## config.mk

```make
export PLATFORM = sky130hd
export DESIGN_NAME = tad_div
export DESIGN_NICKNAME = d
export VERILOG_FILES = /design/src/tad_pkg.sv /design/src/tad_div.sv
export SDC_FILE = /design/constraint.sdc
export NUM_CORES = 1
export LEC_CHECK = 0
export BUFFER_PORTS_ARGS = -buffer_cell sky130_fd_sc_hd__buf_4
export CAP_MARGIN = 20
export CORE_ASPECT_RATIO = 0.75
export CORE_MARGIN = 4
export CORE_UTILIZATION = 29
export CTS_CLUSTER_SIZE = 10
export DETAILED_ROUTE_END_ITERATION = 10
export PLACE_DENSITY_LB_ADDON = 0.2
export SLEW_MARGIN = 30
export SYNTH_ARGS = -nofsm -noshare
export SYNTH_HDL_FRONTEND = slang
export SYNTH_SLANG_ARGS = --single-unit
```

## constraint.sdc

```tcl
create_clock -name clk -period 18.1 [get_ports clk]
set_input_delay 3.62 -clock clk [delete_from_list [all_inputs] [get_ports clk]]
set_output_delay 3.62 -clock clk [all_outputs]
set_load 0.03 [all_outputs]
```

## src/tad_pkg.sv

```systemverilog
package tad_pkg;

  localparam int SAMPLE_BITS_DEF = 16;
  localparam int DS_W = 8;
  localparam logic [DS_W-1:0] DS_RESET = 8'd50;
  localparam int DEG_W = 8;
  localparam int COS_IDX_W = 7;
  localparam logic [DEG_W-1:0] MAX_DEG = 8'd180;
  localparam logic [DEG_W-1:0] RIGHT_DEG = 8'd90;
  localparam logic [1:0] DCNT_ONE = 2'd1;
  localparam logic [1:0] DCNT_TWO = 2'd2;
  localparam logic [1:0] DCNT_THREE = 2'd3;

  localparam logic [63:0] ONE_Q60 = 64'h1000_0000_0000_0000;
  localparam logic [63:0] PI_Q60 = 64'h3243_F6A8_885A_308D;
  localparam logic [63:0] DEG_Q60 = PI_Q60 / 180;

  typedef struct packed {
    logic signed [15:0] accel_x;
    logic signed [15:0] accel_y;
    logic signed [15:0] accel_z;
  } tad_in_t;

  typedef struct packed {
    logic [7:0] tilt_degrees;
    logic [3:0] digit_hundreds;
    logic [3:0] digit_tens;
    logic [3:0] digit_ones;
    logic [1:0] digit_count;
    logic       invalid;
  } tad_out_t;

  typedef logic [63:0] cos_tab_t [0:90];

  function automatic logic [63:0] mul_q60(input logic [63:0] a, input logic [63:0] b);
    logic [127:0] p;
    p = {64'd0, a} * {64'd0, b};
    return p[123:60];
  endfunction

  function automatic logic [63:0] div_long(input logic [63:0] n, input logic [63:0] d);
    logic [64:0] r;
    logic [63:0] q;
    r = '0;
    q = '0;
    for (int i = 63; i >= 0; i--) begin
      r = {r[63:0], n[i]};
      if (r >= {1'b0, d}) begin
        r = r - {1'b0, d};
        q[i] = 1'b1;
      end
    end
    return q;
  endfunction

  function automatic cos_tab_t build_cos_sq();
    cos_tab_t tab;
    logic [63:0] theta;
    logic [63:0] t2;
    logic [63:0] term;
    logic [63:0] sum;
    logic [63:0] dv;
    for (int k = 0; k <= 90; k++) begin
      theta = 64'(k) * DEG_Q60;
      t2 = mul_q60(theta, theta);
      term = ONE_Q60;
      sum = ONE_Q60;
      for (int n = 1; n < 40; n++) begin
        if (term != 64'd0) begin
          dv = 64'((2 * n - 1) * (2 * n));
          term = div_long(mul_q60(term, t2), dv);
          if ((n % 2) == 1) begin
            sum = sum - term;
          end else begin
            sum = sum + term;
          end
        end
      end
      tab[k] = mul_q60(sum, sum);
    end
    tab[0] = ONE_Q60;
    tab[30] = 64'h3 << 58;
    tab[45] = 64'h1 << 59;
    tab[60] = 64'h1 << 58;
    tab[90] = 64'd0;
    return tab;
  endfunction

  localparam cos_tab_t COS_SQ = build_cos_sq();

endpackage

```

## src/tad_div.sv

```systemverilog
module tad_div #(
  parameter int SB = tad_pkg::SAMPLE_BITS_DEF
) (
  input  logic                      clk,
  input  logic                      rst_n,
  input  logic                      en,
  input  logic                      in_v,
  input  tad_pkg::tad_in_t          in_data,
  input  logic [tad_pkg::DS_W-1:0]  downscale,
  output logic                      out_v,
  output logic [SB-1:0]             mag_x,
  output logic [SB-1:0]             mag_y,
  output logic [SB-1:0]             mag_z,
  output logic                      y_neg
);
  import tad_pkg::*;

  localparam int STEPS = 4;
  localparam int NST = (SB + STEPS - 1) / STEPS;

  typedef struct packed {
    logic [SB-1:0]   q;
    logic [DS_W-1:0] rem;
  } ax_t;

  typedef struct packed {
    ax_t [2:0]       ax;
    logic [DS_W-1:0] d;
    logic            yn;
  } dv_t;

  logic [NST:0] v_r;
  dv_t          st_r   [0:NST];
  dv_t          st_nxt [0:NST];

  always_comb begin
    logic [SB-1:0] raw [0:2];
    raw[0] = in_data.accel_x[SB-1:0];
    raw[1] = in_data.accel_y[SB-1:0];
    raw[2] = in_data.accel_z[SB-1:0];
    for (int a = 0; a < 3; a++) begin
      st_nxt[0].ax[a].q = raw[a][SB-1] ? (~raw[a] + 1'b1) : raw[a];
      st_nxt[0].ax[a].rem = '0;
    end
    st_nxt[0].d = (downscale == '0) ? DS_W'(1) : downscale;
    st_nxt[0].yn = raw[1][SB-1];
  end

  for (genvar i = 0; i < NST; i++) begin : g_stage
    always_comb begin
      dv_t w;
      logic [DS_W:0] t;
      w = st_r[i];
      for (int j = 0; j < STEPS; j++) begin
        if (i * STEPS + j < SB) begin
          for (int a = 0; a < 3; a++) begin
            t = {w.ax[a].rem, w.ax[a].q[SB-1]};
            w.ax[a].q = w.ax[a].q << 1;
            if (t >= {1'b0, w.d}) begin
              t = t - {1'b0, w.d};
              w.ax[a].q[0] = 1'b1;
            end
            w.ax[a].rem = t[DS_W-1:0];
          end
        end
      end
      st_nxt[i+1] = w;
    end
  end

  always_ff @(posedge clk) begin
    if (!rst_n) begin
      v_r <= '0;
    end else if (en) begin
      v_r <= {v_r[NST-1:0], in_v};
    end
  end

  always_ff @(posedge clk) begin
    if (en) begin
      st_r <= st_nxt;
    end
  end

  assign out_v = v_r[NST];
  assign mag_x = st_r[NST].ax[0].q;
  assign mag_y = st_r[NST].ax[1].q;
  assign mag_z = st_r[NST].ax[2].q;
  assign y_neg = st_r[NST].yn;

endmodule

```

==> flow_metrics.env <==
export IMPL_hp_class="flop to flop"
export IMPL_die_area_sq_mm=0.107
export IMPL_cts_buffer_depth=3
export IMPL_maxClockFrequency_ghz=0.0976
export IMPL_place_ws_ns=7.86
export IMPL_die_w_um=377
export IMPL_drive_above_1_share_pct=12.5
export IMPL_drc_errors=0
export IMPL_routed_wl_mm=76.2
export IMPL_ys_flop_type="edfxtp_1"
export IMPL_slew_headroom_pct=39.9
export IMPL_startpoint_type="flop"
export IMPL_first_pass_iters=5
export IMPL_drt_iter0_drc=1347
export IMPL_synth_top_area_share_pct=35.4
export IMPL_overflow=0
export IMPL_antenna_found_initial=0
export IMPL_synth_cells=2898
export IMPL_ys_seq_area_share_pct=35.8
export IMPL_timing_final_crit_share_pct=56.6
export IMPL_synthesis_area_sq_mm=0.0296
export IMPL_rows=101
export IMPL_fin_nets=3478
export IMPL_yosys_area_top_type="edfxtp_1"
export IMPL_r2r_slack_ns=7.86
export IMPL_n_fill_cell=10301
export IMPL_insertion_delay_ns=0.61
export IMPL_max_cap_violations=0
export IMPL_synth_common_cells="369 x ha_1, 349 x edfxtp_1, 241 x inv_1"
export IMPL_viasPerCell=4.84
export IMPL_ctsHoldBuffers=0
export IMPL_crit_fanout=14
export IMPL_die_h_um=285
export IMPL_wl_per_cell_um=17.4
export IMPL_cts_htree_levels=2
export IMPL_slew_violations=0
export IMPL_gp_congestion=0.826
export IMPL_post_cts_resize_count=0
export IMPL_endpoint_kind="flop"
export IMPL_hold_viol_final=0
export IMPL_syn_avg_cell_area_sq_um=10.2
export IMPL_setup_ws_ns=7.86
export IMPL_ant_nets=0
export IMPL_synth_most_common_cell="ha_1"
export IMPL_cts_setup_buffers=0
export IMPL_vias=21188
export IMPL_yosys_warnings=0
export IMPL_core_sq_mm=0.101
export IMPL_ys_ff_latch=354
export IMPL_max_slew_worst_pin_slew_ns=0.901
export IMPL_worst_clock_skew_ns=0.0221
export IMPL_worstPathArrival_ns=10.60
export IMPL_hold_path_depth=0
export IMPL_grt_pass1_wl_mm=120
export IMPL_regArea_sq_mm=0.0106
export IMPL_period_needed_ns=10.24
export IMPL_synth_edf_count=349
export IMPL_grt_pass1_vias=20666
export IMPL_worstSetupPathType="flop to flop"
export IMPL_dp_hpwl_mm=58.5
export IMPL_syn_to_final_growth_pct=12.6
export IMPL_cts_sinks=354
export IMPL_grt_max_degree=116
export IMPL_ys_async_sr_fraction_pct=0
export IMPL_netlist_top_cells_area="edfxtp_1 35%, ha_1 16%, mux2_2 5.1%"
export IMPL_rsz0062_at_grt="false"
export IMPL_syn_num_nets=3369
export IMPL_path_clk_slew_ns=0.06
export IMPL_required_ns=18.46
export IMPL_setup_viol=0
export IMPL_ys_types=83
export IMPL_antenna_cells=0
export IMPL_cp_slowest_cell="edfxtp_1"
export IMPL_r2r_cells=37
export IMPL_clockRootBuffer="clkbuf_16"
export IMPL_cts_tree="built"
export IMPL_ioPinCount=110
export IMPL_multi_input_area_sq_mm=0.0176
export IMPL_finalSetupTns_ns=0
export IMPL_cpMostUsedCell="a21oi_1"
export IMPL_status="completed"
export IMPL_cts_buffers=47
export IMPL_slowest_delay_ns=0.77
export IMPL_hold_ws_ns=0.413
export IMPL_grtUsageTotal_pct=14.1
export IMPL_start_util_pct=29.2
export IMPL_portBuffers=109
==> flip-flops by register name (all words and copies together) (netlist names) <==
| register | count |
|---|---|
| st_r | 120 |
| mag_x | 16 |
| y_neg | 1 |
| mag_z | 16 |
| g_stage.$2.w | 180 |
| v_r | 5 |
| mag_y | 16 |
==> cell type report <==
type,instances,share of cell area [%]
clock inverter,17,0.575
tap,1339,5.03
timing repair buffer,148,3.37
sequential,354,31.8
clock buffer,65,3.74
inverter,243,2.74
multi-input combinational,2213,52.8
==> layout by cell type, fill, tap and decap left out, drive strengths merged, types with 18 or more instances in the layout <==
master	instances
a21boi	28
nor2b	62
mux2	138
ha	369
nand4	47
clkbuf	65
nand2	147
fa	42
nor2	164
a21oi	210
o21ai	183
or3	22
xor2	85
buf	148
o31ai	27
nand2b	53
edfxtp	349
o21a	33
nor3	50
inv	242
a21o	77
a211oi	18
o21bai	39
mux2i	57
nand3	35
xnor2	161
==> final timing paths <==
kind,start,endpoint
worst max-delay path,g_stage[1].$2.w[2],st_r[174]
worst min-delay path,g_stage[2].$2.w[74],g_stage[3].$2.w[78]
worst max register to register,g_stage[1].$2.w[2],st_r[174]
worst min register to register,g_stage[2].$2.w[74],g_stage[3].$2.w[78]
==> per-stage QoR <==
stage	util [%]	cell area (sq um)	instances
after floorplan	-	29600	2898
after detailed placement	31.5	31900	4297
after CTS	32.9	33300	4379
after global routing	32.9	33300	4379
after global placement	31.5	31900	4297
final	32.9	33300	4379
==> cells by family (layout without fill, tap and decap cells) <==
family                   count (synthesis)  after routing  share of synthesized area [%]
AO/OA/AOI/OAI                          716            716                           15.6
XOR/XNOR                               246            246                           7.28
adder cells (fa/ha/maj)                411            411                           18.5
buffers and inverters                  331            473                           4.86
flip-flops                             354            354                           35.8
multiplexers                           195            195                           7.21
AND/OR/NAND/NOR                        645            645                           10.8
==> per-layer routing <==
layer	routed length [um]	GRT usage (%)
met5	0	0
met1	42300	22.9
met2	28800	19.1
met3	3970	2.47
met4	1130	2.84
==> critical path: cells and delay by family (launching register included) <==
kind | cells | cell delay (ns)
compound gates | 21 | 5.33
fa+ha+maj | 4 | 1.34
buf+inv | 4 | 0.70
flops | 1 | 0.77
simple gates | 8 | 1.84
Power is left out: the tool's default activity adds up to more than one toggle a clock period on the data nets, which glitch-free logic cannot reach.
